===== config.mk =====
export PLATFORM = sky130hd
export DESIGN_NAME = poly_gcd_mod_p
export DESIGN_NICKNAME = d
export VERILOG_FILES = /design/src/rtl/pgcd_pkg.sv /design/src/rtl/poly_gcd_mod_p.sv
export SDC_FILE = /design/constraint.sdc
export NUM_CORES = 2
export LEC_CHECK = 0
export BUFFER_PORTS_ARGS = -buffer_cell sky130_fd_sc_hd__buf_2
export CAP_MARGIN = 5
export CORE_MARGIN = 8
export CORE_UTILIZATION = 63
export DETAILED_ROUTE_END_ITERATION = 12
export HOLD_SLACK_MARGIN = 0.15
export PLACE_DENSITY = 0.8
export SLEW_MARGIN = 20
export SYNTH_ARGS = -nofsm -noshare
export SYNTH_HDL_FRONTEND = slang
export SYNTH_SLANG_ARGS = --single-unit

===== constraint.sdc =====
create_clock -name clk_i -period 12.76 [get_ports clk_i]
set_clock_uncertainty 0.2 [all_clocks]
set_input_delay 0.638 -clock clk_i [delete_from_list [all_inputs] [get_ports clk_i]]
set_output_delay 0.638 -clock clk_i [all_outputs]
set_load 0.005 [all_outputs]

===== src/rtl/pgcd_pkg.sv =====
// ----------------------------------------------------------------------------
// pgcd_pkg
// Types and constants shared by the polynomial gcd block over GF(p).
// ----------------------------------------------------------------------------
package pgcd_pkg;

  localparam int unsigned CoefW  = 16;
  localparam int unsigned IndexW = 6;
  localparam int unsigned ProdW  = 2 * CoefW;
  // product bits folded into the remainder per cycle
  localparam int unsigned RedBits  = 4;
  localparam int unsigned RedSteps = ProdW / RedBits;

  typedef enum logic [26:0] {
    S_IDLE   = 27'd1 << 0,
    S_MULP   = 27'd1 << 1,
    S_MULR   = 27'd1 << 2,
    S_LDA    = 27'd1 << 3,
    S_LDB    = 27'd1 << 4,
    S_CHK    = 27'd1 << 5,
    S_RR_RD  = 27'd1 << 6,
    S_RR_W   = 27'd1 << 7,
    S_RR_A   = 27'd1 << 8,
    S_RR_B   = 27'd1 << 9,
    S_TR     = 27'd1 << 10,
    S_TR_W   = 27'd1 << 11,
    S_INIT1  = 27'd1 << 12,
    S_INIT2  = 27'd1 << 13,
    S_LOOP   = 27'd1 << 14,
    S_INV_W  = 27'd1 << 15,
    S_POW    = 27'd1 << 16,
    S_POW_R  = 27'd1 << 17,
    S_POW_B  = 27'd1 << 18,
    S_DIV    = 27'd1 << 19,
    S_DIV_W  = 27'd1 << 20,
    S_DIV_A  = 27'd1 << 21,
    S_SUB_RD = 27'd1 << 22,
    S_SUB_W  = 27'd1 << 23,
    S_SUB_WR = 27'd1 << 24,
    S_EM_RD  = 27'd1 << 25,
    S_EM_OUT = 27'd1 << 26
  } state_e;

endpackage


===== src/rtl/poly_gcd_mod_p.sv =====
// ----------------------------------------------------------------------------
// poly_gcd_mod_p
// Euclidean gcd of two polynomials over GF(p), coefficients held in two
// single-port-read memories, one for each operand.
// ----------------------------------------------------------------------------
// usage
//   load: one word per start pulse (start high while busy low) carries the
//   coefficients of A and B at coef_index_i. each is reduced modulo p by the
//   shared multiply-reduce unit while busy stays high.
//   the word with last_coef_i set launches the gcd: every stored coefficient
//   is reduced again with the current p, both operands are trimmed, then the
//   remainder sequence runs. every modular product is one multiply step and
//   eight steps folding four product bits each, and a memory read comes
//   before those on stored coefficients; the inverse of each divisor lead is
//   a square-and-multiply over the bits of the 16-bit p-2.
//   results: one word per gcd coefficient from x^0 upward, never back to
//   back, each shown for one cycle with out_valid_o; the receiver cannot stall.
//   a zero gcd gives a single word with zero_result_o set.
//   reset clears the stores at once (valid bits), p returns to 2.
//   the user writes prime_modulus only while busy is low; the block does not enforce it.
module poly_gcd_mod_p #(
  parameter int unsigned MAX_COEFS = 64
) (
  input  logic                          clk_i,
  input  logic                          rst_ni,
  input  logic                          prime_modulus_we_i,
  input  logic [pgcd_pkg::CoefW-1:0]    prime_modulus_i,
  input  logic                          start,
  output logic                          busy,
  input  logic [pgcd_pkg::IndexW-1:0]   coef_index_i,
  input  logic [pgcd_pkg::CoefW-1:0]    a_coef_i,
  input  logic [pgcd_pkg::CoefW-1:0]    b_coef_i,
  input  logic                          last_coef_i,
  output logic                          out_valid_o,
  output logic [pgcd_pkg::IndexW-1:0]   out_index_o,
  output logic [pgcd_pkg::CoefW-1:0]    out_coef_o,
  output logic                          out_last_o,
  output logic                          zero_result_o
);

  localparam int unsigned AW = $clog2(MAX_COEFS);
  localparam int unsigned NW = $clog2(MAX_COEFS + 1);
  localparam int unsigned CW = pgcd_pkg::CoefW;

  pgcd_pkg::state_e state_q, state_d, ret_q, ret_d;

  logic [CW-1:0]   prime_q;
  logic [CW-1:0]   pm;
  logic [CW-1:0]   mul_a_q, mul_a_d, mul_b_q, mul_b_d;
  logic [pgcd_pkg::ProdW-1:0] prod_q, prod_d;
  logic [CW-1:0]   rem_q, rem_d;
  logic [$clog2(pgcd_pkg::RedSteps)-1:0] step_q, step_d;
  logic [pgcd_pkg::IndexW-1:0] idx_q;
  logic [CW-1:0]   inb_q;
  logic            last_q;
  logic            idx_ok;
  logic [NW-1:0]   ld_deg_q, ld_deg_d;
  logic [NW-1:0]   cnt_q, cnt_d;
  logic [NW-1:0]   nx_q, nx_d, ny_q, ny_d;
  logic            sel_q, sel_d;
  logic [CW-1:0]   inv_q, inv_d, a_q, a_d, pb_q, pb_d, pe_q, pe_d;
  logic            clr;

  // memory ports, index 0 is the store of A and 1 the store of B
  logic [CW-1:0]   mem0_q [MAX_COEFS];
  logic [CW-1:0]   mem1_q [MAX_COEFS];
  logic [MAX_COEFS-1:0] v0_q, v1_q;
  logic [1:0]      we, re;
  logic [AW-1:0]   wa [2];
  logic [AW-1:0]   ra [2];
  logic [CW-1:0]   wd [2];
  logic [CW-1:0]   rd0_q, rd1_q;
  logic            rv0_q, rv1_q;
  logic [CW-1:0]   d0, d1, rdx, rdy;
  logic [CW-1:0]   diff;

  logic            ov_d;
  logic [pgcd_pkg::IndexW-1:0] oi_d;
  logic [CW-1:0]   oc_d;
  logic            ol_d, oz_d;

  assign pm     = (prime_q < CW'(2)) ? CW'(2) : prime_q;
  assign busy   = (state_q != pgcd_pkg::S_IDLE);
  assign idx_ok = 32'(coef_index_i) < 32'(MAX_COEFS);

  assign d0  = rv0_q ? rd0_q : '0;
  assign d1  = rv1_q ? rd1_q : '0;
  assign rdx = sel_q ? d1 : d0;
  assign rdy = sel_q ? d0 : d1;
  // x - a*y mod p, both terms already below p
  assign diff = (rdx >= rem_q) ? (rdx - rem_q)
                               : CW'(17'(rdx) + 17'(pm) - 17'(rem_q));

  always_comb begin
    logic [CW:0]   r;
    logic [pgcd_pkg::ProdW-1:0] pr;
    logic [NW-1:0] sh;
    state_d  = state_q;
    ret_d    = ret_q;
    mul_a_d  = mul_a_q;
    mul_b_d  = mul_b_q;
    prod_d   = prod_q;
    rem_d    = rem_q;
    step_d   = step_q;
    ld_deg_d = ld_deg_q;
    cnt_d    = cnt_q;
    nx_d     = nx_q;
    ny_d     = ny_q;
    sel_d    = sel_q;
    inv_d    = inv_q;
    a_d      = a_q;
    pb_d     = pb_q;
    pe_d     = pe_q;
    clr      = 1'b0;
    we       = '0;
    re       = '0;
    wa[0]    = '0;
    wa[1]    = '0;
    ra[0]    = '0;
    ra[1]    = '0;
    wd[0]    = '0;
    wd[1]    = '0;
    ov_d     = 1'b0;
    oi_d     = '0;
    oc_d     = '0;
    ol_d     = 1'b0;
    oz_d     = 1'b0;
    r        = '0;
    pr       = prod_q;
    sh       = nx_q - ny_q;

    case (state_q)
      pgcd_pkg::S_IDLE: begin
        if (start) begin
          if (idx_ok) begin
            mul_a_d = a_coef_i;
            mul_b_d = CW'(1);
            ret_d   = pgcd_pkg::S_LDA;
            state_d = pgcd_pkg::S_MULP;
          end else begin
            state_d = pgcd_pkg::S_CHK;
          end
        end
      end
      pgcd_pkg::S_MULP: begin
        prod_d  = 32'(mul_a_q) * 32'(mul_b_q);
        rem_d   = '0;
        step_d  = '0;
        state_d = pgcd_pkg::S_MULR;
      end
      pgcd_pkg::S_MULR: begin
        r = {1'b0, rem_q};
        for (int k = 0; k < int'(pgcd_pkg::RedBits); k++) begin
          r  = {r[CW-1:0], pr[pgcd_pkg::ProdW-1]};
          pr = pr << 1;
          if (r >= {1'b0, pm}) r = r - {1'b0, pm};
        end
        rem_d  = r[CW-1:0];
        prod_d = pr;
        step_d = step_q + 1'b1;
        if (step_q == '1) state_d = ret_q;
      end
      pgcd_pkg::S_LDA: begin
        we[0]   = 1'b1;
        wa[0]   = AW'(idx_q);
        wd[0]   = rem_q;
        mul_a_d = inb_q;
        mul_b_d = CW'(1);
        ret_d   = pgcd_pkg::S_LDB;
        state_d = pgcd_pkg::S_MULP;
      end
      pgcd_pkg::S_LDB: begin
        we[1] = 1'b1;
        wa[1] = AW'(idx_q);
        wd[1] = rem_q;
        if (NW'(idx_q) + 1'b1 > ld_deg_q) ld_deg_d = NW'(idx_q) + 1'b1;
        state_d = pgcd_pkg::S_CHK;
      end
      pgcd_pkg::S_CHK: begin
        cnt_d   = '0;
        state_d = last_q ? pgcd_pkg::S_RR_RD : pgcd_pkg::S_IDLE;
      end
      // reduce again with the current p
      pgcd_pkg::S_RR_RD: begin
        if (cnt_q == ld_deg_q) begin
          nx_d    = ld_deg_q;
          ny_d    = ld_deg_q;
          sel_d   = 1'b0;
          ret_d   = pgcd_pkg::S_INIT1;
          state_d = pgcd_pkg::S_TR;
        end else begin
          re      = 2'b11;
          ra[0]   = cnt_q[AW-1:0];
          ra[1]   = cnt_q[AW-1:0];
          state_d = pgcd_pkg::S_RR_W;
        end
      end
      pgcd_pkg::S_RR_W: begin
        mul_a_d = d0;
        mul_b_d = CW'(1);
        ret_d   = pgcd_pkg::S_RR_A;
        state_d = pgcd_pkg::S_MULP;
      end
      pgcd_pkg::S_RR_A: begin
        we[0]   = 1'b1;
        wa[0]   = cnt_q[AW-1:0];
        wd[0]   = rem_q;
        mul_a_d = d1;
        mul_b_d = CW'(1);
        ret_d   = pgcd_pkg::S_RR_B;
        state_d = pgcd_pkg::S_MULP;
      end
      pgcd_pkg::S_RR_B: begin
        we[1]   = 1'b1;
        wa[1]   = cnt_q[AW-1:0];
        wd[1]   = rem_q;
        cnt_d   = cnt_q + 1'b1;
        state_d = pgcd_pkg::S_RR_RD;
      end
      // drop leading zeros of x
      pgcd_pkg::S_TR: begin
        if (nx_q == '0) begin
          state_d = ret_q;
        end else begin
          re[sel_q] = 1'b1;
          ra[sel_q] = AW'(nx_q - 1'b1);
          state_d   = pgcd_pkg::S_TR_W;
        end
      end
      pgcd_pkg::S_TR_W: begin
        if (rdx == '0) begin
          nx_d    = nx_q - 1'b1;
          state_d = pgcd_pkg::S_TR;
        end else begin
          state_d = ret_q;
        end
      end
      pgcd_pkg::S_INIT1: begin
        sel_d   = 1'b1;
        nx_d    = ny_q;
        ny_d    = nx_q;
        ret_d   = pgcd_pkg::S_INIT2;
        state_d = pgcd_pkg::S_TR;
      end
      pgcd_pkg::S_INIT2: begin
        // A stays the dividend unless it is the shorter one
        if (!(ny_q < nx_q)) begin
          sel_d = 1'b0;
          nx_d  = ny_q;
          ny_d  = nx_q;
        end
        state_d = pgcd_pkg::S_LOOP;
      end
      pgcd_pkg::S_LOOP: begin
        if (ny_q == '0) begin
          if (nx_q == '0) begin
            ov_d    = 1'b1;
            ol_d    = 1'b1;
            oz_d    = 1'b1;
            clr     = 1'b1;
            state_d = pgcd_pkg::S_IDLE;
          end else begin
            cnt_d   = '0;
            state_d = pgcd_pkg::S_EM_RD;
          end
        end else begin
          re[!sel_q] = 1'b1;
          ra[!sel_q] = AW'(ny_q - 1'b1);
          state_d    = pgcd_pkg::S_INV_W;
        end
      end
      pgcd_pkg::S_INV_W: begin
        pb_d    = rdy;
        inv_d   = CW'(1);
        pe_d    = pm - CW'(2);
        state_d = pgcd_pkg::S_POW;
      end
      // lead^(p-2), exponent bits from the bottom
      pgcd_pkg::S_POW: begin
        if (pe_q == '0) begin
          state_d = pgcd_pkg::S_DIV;
        end else if (pe_q[0]) begin
          mul_a_d = inv_q;
          mul_b_d = pb_q;
          ret_d   = pgcd_pkg::S_POW_R;
          state_d = pgcd_pkg::S_MULP;
        end else begin
          mul_a_d = pb_q;
          mul_b_d = pb_q;
          ret_d   = pgcd_pkg::S_POW_B;
          state_d = pgcd_pkg::S_MULP;
        end
      end
      pgcd_pkg::S_POW_R: begin
        inv_d   = rem_q;
        mul_a_d = pb_q;
        mul_b_d = pb_q;
        ret_d   = pgcd_pkg::S_POW_B;
        state_d = pgcd_pkg::S_MULP;
      end
      pgcd_pkg::S_POW_B: begin
        pb_d    = rem_q;
        pe_d    = pe_q >> 1;
        state_d = pgcd_pkg::S_POW;
      end
      pgcd_pkg::S_DIV: begin
        if (nx_q >= ny_q && nx_q != '0) begin
          re[sel_q] = 1'b1;
          ra[sel_q] = AW'(nx_q - 1'b1);
          state_d   = pgcd_pkg::S_DIV_W;
        end else begin
          sel_d   = !sel_q;
          nx_d    = ny_q;
          ny_d    = nx_q;
          state_d = pgcd_pkg::S_LOOP;
        end
      end
      pgcd_pkg::S_DIV_W: begin
        mul_a_d = rdx;
        mul_b_d = inv_q;
        ret_d   = pgcd_pkg::S_DIV_A;
        state_d = pgcd_pkg::S_MULP;
      end
      pgcd_pkg::S_DIV_A: begin
        a_d     = rem_q;
        cnt_d   = '0;
        state_d = pgcd_pkg::S_SUB_RD;
      end
      pgcd_pkg::S_SUB_RD: begin
        if (cnt_q + 1'b1 < ny_q) begin
          re         = 2'b11;
          ra[sel_q]  = AW'(sh + cnt_q);
          ra[!sel_q] = cnt_q[AW-1:0];
          state_d    = pgcd_pkg::S_SUB_W;
        end else begin
          we[sel_q] = 1'b1;
          wa[sel_q] = AW'(nx_q - 1'b1);
          wd[sel_q] = '0;
          nx_d      = nx_q - 1'b1;
          ret_d     = pgcd_pkg::S_DIV;
          state_d   = pgcd_pkg::S_TR;
        end
      end
      pgcd_pkg::S_SUB_W: begin
        mul_a_d = a_q;
        mul_b_d = rdy;
        ret_d   = pgcd_pkg::S_SUB_WR;
        state_d = pgcd_pkg::S_MULP;
      end
      pgcd_pkg::S_SUB_WR: begin
        we[sel_q] = 1'b1;
        wa[sel_q] = AW'(sh + cnt_q);
        wd[sel_q] = diff;
        cnt_d     = cnt_q + 1'b1;
        state_d   = pgcd_pkg::S_SUB_RD;
      end
      pgcd_pkg::S_EM_RD: begin
        re[sel_q] = 1'b1;
        ra[sel_q] = cnt_q[AW-1:0];
        state_d   = pgcd_pkg::S_EM_OUT;
      end
      pgcd_pkg::S_EM_OUT: begin
        ov_d  = 1'b1;
        oi_d  = pgcd_pkg::IndexW'(cnt_q);
        oc_d  = rdx;
        ol_d  = (cnt_q + 1'b1 == nx_q);
        cnt_d = cnt_q + 1'b1;
        if (cnt_q + 1'b1 == nx_q) begin
          clr     = 1'b1;
          state_d = pgcd_pkg::S_IDLE;
        end else begin
          state_d = pgcd_pkg::S_EM_RD;
        end
      end
      default: begin
        state_d = pgcd_pkg::S_IDLE;
      end
    endcase
  end

  always_ff @(posedge clk_i or negedge rst_ni) begin
    if (!rst_ni) begin
      state_q     <= pgcd_pkg::S_IDLE;
      ret_q       <= pgcd_pkg::S_IDLE;
      prime_q     <= CW'(2);
      ld_deg_q    <= '0;
      v0_q        <= '0;
      v1_q        <= '0;
      inv_q       <= '0;
      out_valid_o <= 1'b0;
    end else begin
      state_q     <= state_d;
      ret_q       <= ret_d;
      inv_q       <= inv_d;
      out_valid_o <= ov_d;
      if (prime_modulus_we_i) prime_q <= prime_modulus_i;
      if (clr) begin
        ld_deg_q <= '0;
        v0_q     <= '0;
        v1_q     <= '0;
      end else begin
        ld_deg_q <= ld_deg_d;
        if (we[0]) v0_q[wa[0]] <= 1'b1;
        if (we[1]) v1_q[wa[1]] <= 1'b1;
      end
    end
  end

  always_ff @(posedge clk_i) begin
    mul_a_q <= mul_a_d;
    mul_b_q <= mul_b_d;
    prod_q  <= prod_d;
    rem_q   <= rem_d;
    step_q  <= step_d;
    cnt_q   <= cnt_d;
    nx_q    <= nx_d;
    ny_q    <= ny_d;
    sel_q   <= sel_d;
    a_q     <= a_d;
    pb_q    <= pb_d;
    pe_q    <= pe_d;
    if (start && !busy) begin
      idx_q  <= coef_index_i;
      inb_q  <= b_coef_i;
      last_q <= last_coef_i;
    end
    if (ov_d) begin
      out_index_o   <= oi_d;
      out_coef_o    <= oc_d;
      out_last_o    <= ol_d;
      zero_result_o <= oz_d;
    end
  end

  // coefficient stores, read data registered
  always_ff @(posedge clk_i) begin
    if (we[0]) mem0_q[wa[0]] <= wd[0];
    if (re[0]) begin
      rd0_q <= mem0_q[ra[0]];
      rv0_q <= v0_q[ra[0]];
    end
  end

  always_ff @(posedge clk_i) begin
    if (we[1]) mem1_q[wa[1]] <= wd[1];
    if (re[1]) begin
      rd1_q <= mem1_q[ra[1]];
      rv1_q <= v1_q[ra[1]];
    end
  end

  a_start_busy: assert property (@(posedge clk_i) disable iff (!rst_ni)
    start && !busy |=> busy)
    else $error("accepted word did not raise busy");

  a_zero_word: assert property (@(posedge clk_i) disable iff (!rst_ni)
    out_valid_o && zero_result_o |-> out_last_o && out_coef_o == '0 && out_index_o == '0)
    else $error("zero gcd word malformed");

  a_emit_gap: assert property (@(posedge clk_i) disable iff (!rst_ni)
    out_valid_o && !out_last_o |=> !out_valid_o && busy)
    else $error("result words not spaced or block left busy early");

endmodule

# Word level (Yosys, flattened, before mapping)
# Memories as Yosys holds them, arrays and structs flattened. A register that Yosys moved wholly into a read port is not among the register bits.
# Cells that the tools add are included.
classes:
  mul: 1
  magnitude_cmp: 24
  addsub: 15
  n_mux: 117
  n_eq_ne: 41
  bitwise_logic: 9
  reduce_logical: 44
ops:
  columns: ["op", "n"]
  rows:
  - ["27-bit case mux with 20 select lines", 1]
  - ["16-bit 2-to-1 mux", 19]
  - ["27-bit case mux with 11 select lines", 1]
  - ["64-bit 2-to-1 mux", 4]
  - ["27-bit 2-to-1 mux", 9]
  - ["16-bit case mux with 2 select lines", 6]
  - ["64-bit OR", 2]
  - ["16-bit case mux with 8 select lines", 1]
  - ["16-bit case mux with 6 select lines", 1]
  - ["16-bit subtractor", 6]
  - ["7-bit 2-to-1 mux", 13]
  - ["12-bit 2-to-1 mux", 6]
  - ["12-bit case mux with 6 select lines", 1]
  - ["17-bit by 16-bit greater-or-equal comparator with 1-bit output", 4]
  - ["32-bit case mux with 2 select lines", 1]
  - ["26-bit 2-to-1 mux", 2]
  - ["12-bit AND", 4]
  - ["6-bit case mux with 4 select lines", 2]
  - ["7-bit case mux with 6 select lines", 1]
  - ["32-bit AND", 1]
  - ["16-bit zero test", 2]
  - ["16-bit by 16-bit multiplier with 32-bit output", 1]
  - ["6-bit by 7-bit < comparator with 1-bit output, second input constant", 4]
  - ["7-bit case mux with 4 select lines", 1]
  - ["89 further kinds", 158]
totals:
  word_cells: 282
  mem_bits_rw: 2048
  n_memories: 2
  output_inout_bits: 26
  reg_bits: 424
mem_list:
  columns: ["memory", "words", "width", "read_ports", "rd_clocked_by_memory_dff", "wr", "line", "text"]
  rows:
  - ["mem0_q", 64, 16, 1, 1, 1, "poly_gcd_mod_p.sv:65", "logic [CW-1:0] mem0_q [MAX_COEFS];"]
  - ["mem1_q", 64, 16, 1, 1, 1, "poly_gcd_mod_p.sv:66", "logic [CW-1:0] mem1_q [MAX_COEFS];"]

# Logic depth before layout (Yosys ltp)
depth:
  ltp_word: 15
  mapped_depth: 50
  ltp_nobuf: 46

# Worst setup path after synthesis
# OpenSTA, ideal clock, no wires.
synth_timing:
  path_type: "reg2reg"
  start: "register prime_q[4]"
  end: "register rem_q[11], data pin"
  synth_period_minus_slack_ns: 11.399
  path_stages_with_launch: 47
  required_ns: 12.304
  arrival_time_ns: 10.943
  n_path_buf: 5
  setup_slack_ns: 1.361
  setup_ns: 0.256
  path_cell_list: "dfrtp_1 nor4_1 and2_1 nand2_1 nor4_1 nor2_1 ha_1 nor2b_1 o31a_1 o211ai_1 o21ai_0 o21ai_1 clkbuf_1 mux2_2 ha_1 nand3_1 o221ai_1 a41oi_1 [11 not listed] o21a_1 a31oi_2 buf_2 nand2_1 o21ai_0 ha_1 nor2b_1 o31a_1 o211ai_1 a21oi_1 a211o_1 o31a_1 a211o_1 a31oi_1 o311ai_1 buf_4 buf_4 o211a_1"
synth_via:
  elab_chain_len: 14
  word_cells_on_any_way: 18
synth_rtl:
  columns: ["element", "line", "text"]
  rows:
  - ["from (decl)", "poly_gcd_mod_p.sv:47", "logic [CW-1:0] prime_q;"]
  - ["from (signal assigned)", "poly_gcd_mod_p.sv:396", "if (prime_modulus_we_i) prime_q <= prime_modulus_i;"]
  - ["16-bit by 2-bit < comparator with 1-bit output", "poly_gcd_mod_p.sv:82", "assign pm = (prime_q < CW'(2)) ? CW'(2) : prime_q;"]
  - ["16-bit 2-to-1 mux (*)", "poly_gcd_mod_p.sv:82", null]
  - ["16-bit subtractor or 17-bit by 16-bit greater-or-equal comparator with 1-bit output (tied branches)", "poly_gcd_mod_p.sv:156", "if (r >= {1'b0, pm}) r = r - {1'b0, pm};"]
  - ["16-bit 2-to-1 mux", "poly_gcd_mod_p.sv:156", null]
  - ["16-bit 2-to-1 mux", "poly_gcd_mod_p.sv:132", "case (state_q)"]
  - ["16-bit subtractor or 17-bit by 16-bit greater-or-equal comparator with 1-bit output (tied branches)", "poly_gcd_mod_p.sv:156", null]
  - ["16-bit 2-to-1 mux", "poly_gcd_mod_p.sv:156", null]
  - ["16-bit 2-to-1 mux", "poly_gcd_mod_p.sv:132", null]
  - ["16-bit subtractor or 17-bit by 16-bit greater-or-equal comparator with 1-bit output (tied branches)", "poly_gcd_mod_p.sv:156", null]
  - ["16-bit 2-to-1 mux", "poly_gcd_mod_p.sv:156", null]
  - ["16-bit 2-to-1 mux", "poly_gcd_mod_p.sv:132", null]
  - ["16-bit subtractor or 17-bit by 16-bit greater-or-equal comparator with 1-bit output (tied branches)", "poly_gcd_mod_p.sv:156", null]
  - ["16-bit 2-to-1 mux (*)", "poly_gcd_mod_p.sv:156", null]
  - ["16-bit case mux with 2 select lines (*)", "poly_gcd_mod_p.sv:132", null]
  - ["to (signal assigned)", "poly_gcd_mod_p.sv:413", "rem_q <= rem_d;"]
  - ["to (decl)", "poly_gcd_mod_p.sv:51", "logic [CW-1:0] rem_q, rem_d;"]
# Every way passes the cells marked *; elsewhere a longest branch is shown, timed or not. The select of a mux whose other input is x is not followed.
# A chain may end at the register's enable or synchronous reset.

# Final worst setup path
layout_timing:
  start: "register prime_q[4]"
  end: "register rem_q[9], data pin"
# Same word-level chain as after synthesis.

==> flow_summary.ini <==
[outcome]
outcome = completed

[placed_design]
portBuffers = 84
post_dp_cell_area_um2 = 121000
gp_congestion = 0.988
detailedPlace.worstSlack_ns = 0.629
dpl.hpwl_um = 221000

[floorplanning]
ios = 85
fp.dieW_um = 445
die_h_um = 445
rows = 157
die_area_um2 = 198000
start_util_pct = 63.4
coreArea_um2 = 183000

[setup_path]
crit_slowest_cell = nor4_1
slowest_delay_ns = 0.46
reg2reg_depth = 47
cp_top_family = compound AO/OA/AOI/OAI gates
critical_path_buf_inv_count = 6
worstReg2RegEnd = rem_q[9]
critPathMaxFanout = 18
path_class = reg2reg
worst-path-stages = 47
crit_start = prime_q[4]
reg2reg_slack_ns = 0.81
timing.rr.start = prime_q[4]
cp-end-kind = flip-flop
critPathRequiredTime_ns = 13.19
critPathCapture = rem_q[9]
crit_top_cell = buf_4
crit_arrival_ns = 12.38
cp-start-kind = flip-flop

[final_layout]
final_nets = 10100
final_layout_size_suffix_gt1_share_pct = 10.0
ff_latch_area_um2 = 73700
final_cell_mix = 2282 x edfxtp_1, 1756 x nand2_1, 681 x nor2_1, 542 x mux2i_1, 371 x inv_1
multiInputGateArea_um2 = 39500
design_area_um2 = 130000
num-fill-cells = 11800
syn_to_final_growth_pct = 11.9
layout_commonest_cell = edfxtp_1

[timing]
setup_violations = 0
hold_ws_ns = 0.225
post-route-period-util_pct = 93.6
finalHoldViolCount = 0
fin_crit_ns = 11.95
tightest_slew_ns = 1.28
max_clock_freq_ghz = 0.0837
slew_headroom_pct = 12.6
maxSlewViolCount = 0
worst_slack_ns = 0.814

[hold_path]
hp-class = in2async

[synthesis]
synth_edf_count = 2282
ys_types = 100
ys_ff_latch = 2489
ys_seq_area_share_pct = 63.5
syn_area_per_cell_um2 = 12.5
yosysWarnings = 0
async_flop_share_pct = 8.32
syn-cell-area_um2 = 116000
synth_cells = 9312
ys.flop_type = edfxtp_1
synth_nets = 9822

[route]
first_pass_iters = 8
wire_per_inst_um = 28.9
dr.first_iter.drc_count = 12800
drc_errors = 0
via_per_inst = 6.68
drt-total-wl_um = 355000
via_count = 82200
ant_nets = 0

[clocking]
cts_buffers = 236
clk_latency_ns = 0.93
clkTransAtPathRegs_ns = 0.06
tritoncts = yes
htreeDepth = 4
clockBufferDepth = 3
cts_sinks = 2489
clockRootBuffer = clkbuf_16

[global_routing]
overflow = 0
antenna_found_initial = 18
grt_pass1_vias = 81200
grt_max_degree = 148
grt_pass1_wl_um = 518000
globalRouteTotalUtil_pct = 34.9

[run]
drv_cap = 0
==> synth_stat cells, types with 102 or more instances <==
cell type / number / area, um2
a21oi_1: 273 / 1370
and2_1: 114 / 713
buf_2: 125 / 626
clkbuf_1: 254 / 953
dfrtp_1: 204 / 5100
edfxtp_1: 2282 / 68500
fa_1: 219 / 4380
ha_1: 232 / 2900
inv_1: 371 / 1390
mux2i_1: 542 / 5430
nand2_1: 1759 / 6600
nand3_1: 367 / 1840
nand4_1: 161 / 1010
nor2_1: 688 / 2580
o21ai_0: 218 / 1090
o22ai_1: 127 / 795
xnor2_1: 102 / 893
==> repair_timing <==
action	4_1_cts	5_1_grt
hold buffers	87	0
endpoints found under the hold margin	131	0
gates resized for setup	0	2
setup endpoints to repair	0	16
buffers inserted	0	0
==> worst min path at each step <==
stage                  from         to  slack (ns)
3_5_place_dp      ret_q[24]  ret_q[24]        0.26
4_1_cts              rst_ni   inv_q[4]        0.16
5_1_grt        b_coef_i[12]  inb_q[12]        0.23
3_3_place_gp       ret_q[3]   ret_q[3]        0.25
2_1_floorplan        rst_ni   inv_q[0]        0.14
6_report             rst_ni   inv_q[4]        0.23
==> layer usage <==
metal	track usage, %	vias up	wire [um]
li1	-	34700	-
met1	45.9	40200	126000
met2	53.4	6025	160000
met3	9.29	1326	45600
met4	19.1	12	23500
met5	0	-	98
==> sequential cells by signal (all words and copies together), names as in the netlist, 27 cells and up <==
register	count
v0_q	64
state_q	27
prod_q	32
mem0_q	1024
mem1_q	1024
v1_q	64
==> through the flow <==
| step | setup TNS [ns] | std cells | utilization (%) |
|---|---|---|---|
| after floorplan | 0 | 9312 | - |
| after global placement | 0 | 11800 | 66.1 |
| after detailed placement | 0 | 11800 | 66.1 |
| after CTS | 0 | 12300 | 70.9 |
| after global routing | -0.124 | 12300 | 70.9 |
| final | 0 | 12300 | 70.9 |
==> kinds of logic (layout without fill, tap and decap cells) <==
logic type | count (synthesis) | count (layout) | share of synthesized area (%)
XOR/XNOR | 148 | 148 | 1.12
buffers and inverters | 836 | 1358 | 2.95
other | 0 | 4 | 0
AO/OA/AOI/OAI | 1316 | 1316 | 7.75
adder cells (fa/ha/maj) | 451 | 451 | 6.28
flip-flops | 2489 | 2489 | 63.5
multiplexers | 596 | 596 | 5.21
AND/OR/NAND/NOR | 3476 | 3476 | 13.2
==> worst reg2reg max path, delay by kind of cell, from the launching register on <==
family,cells,cell delay [ns]
compound gates,23,5.52
flops,1,0.44
buf+inv,6,1.14
mux,3,0.89
simple gates,11,2.19
fa+ha+maj,4,1.29
==> cell type report <==
cell class / count / area share [%]
Antenna cell: 4 / 0.00771
Timing Repair Buffer: 536 / 3.18
Inverter: 373 / 1.08
Clock inverter: 148 / 1.25
Multi-Input combinational cell: 5987 / 30.5
Tap cell: 2464 / 2.38
Clock buffer: 301 / 4.86
Sequential cell: 2489 / 56.8
Power is left out: the tool's default activity adds up to more than one toggle a clock period on the data nets, which glitch-free logic cannot reach.
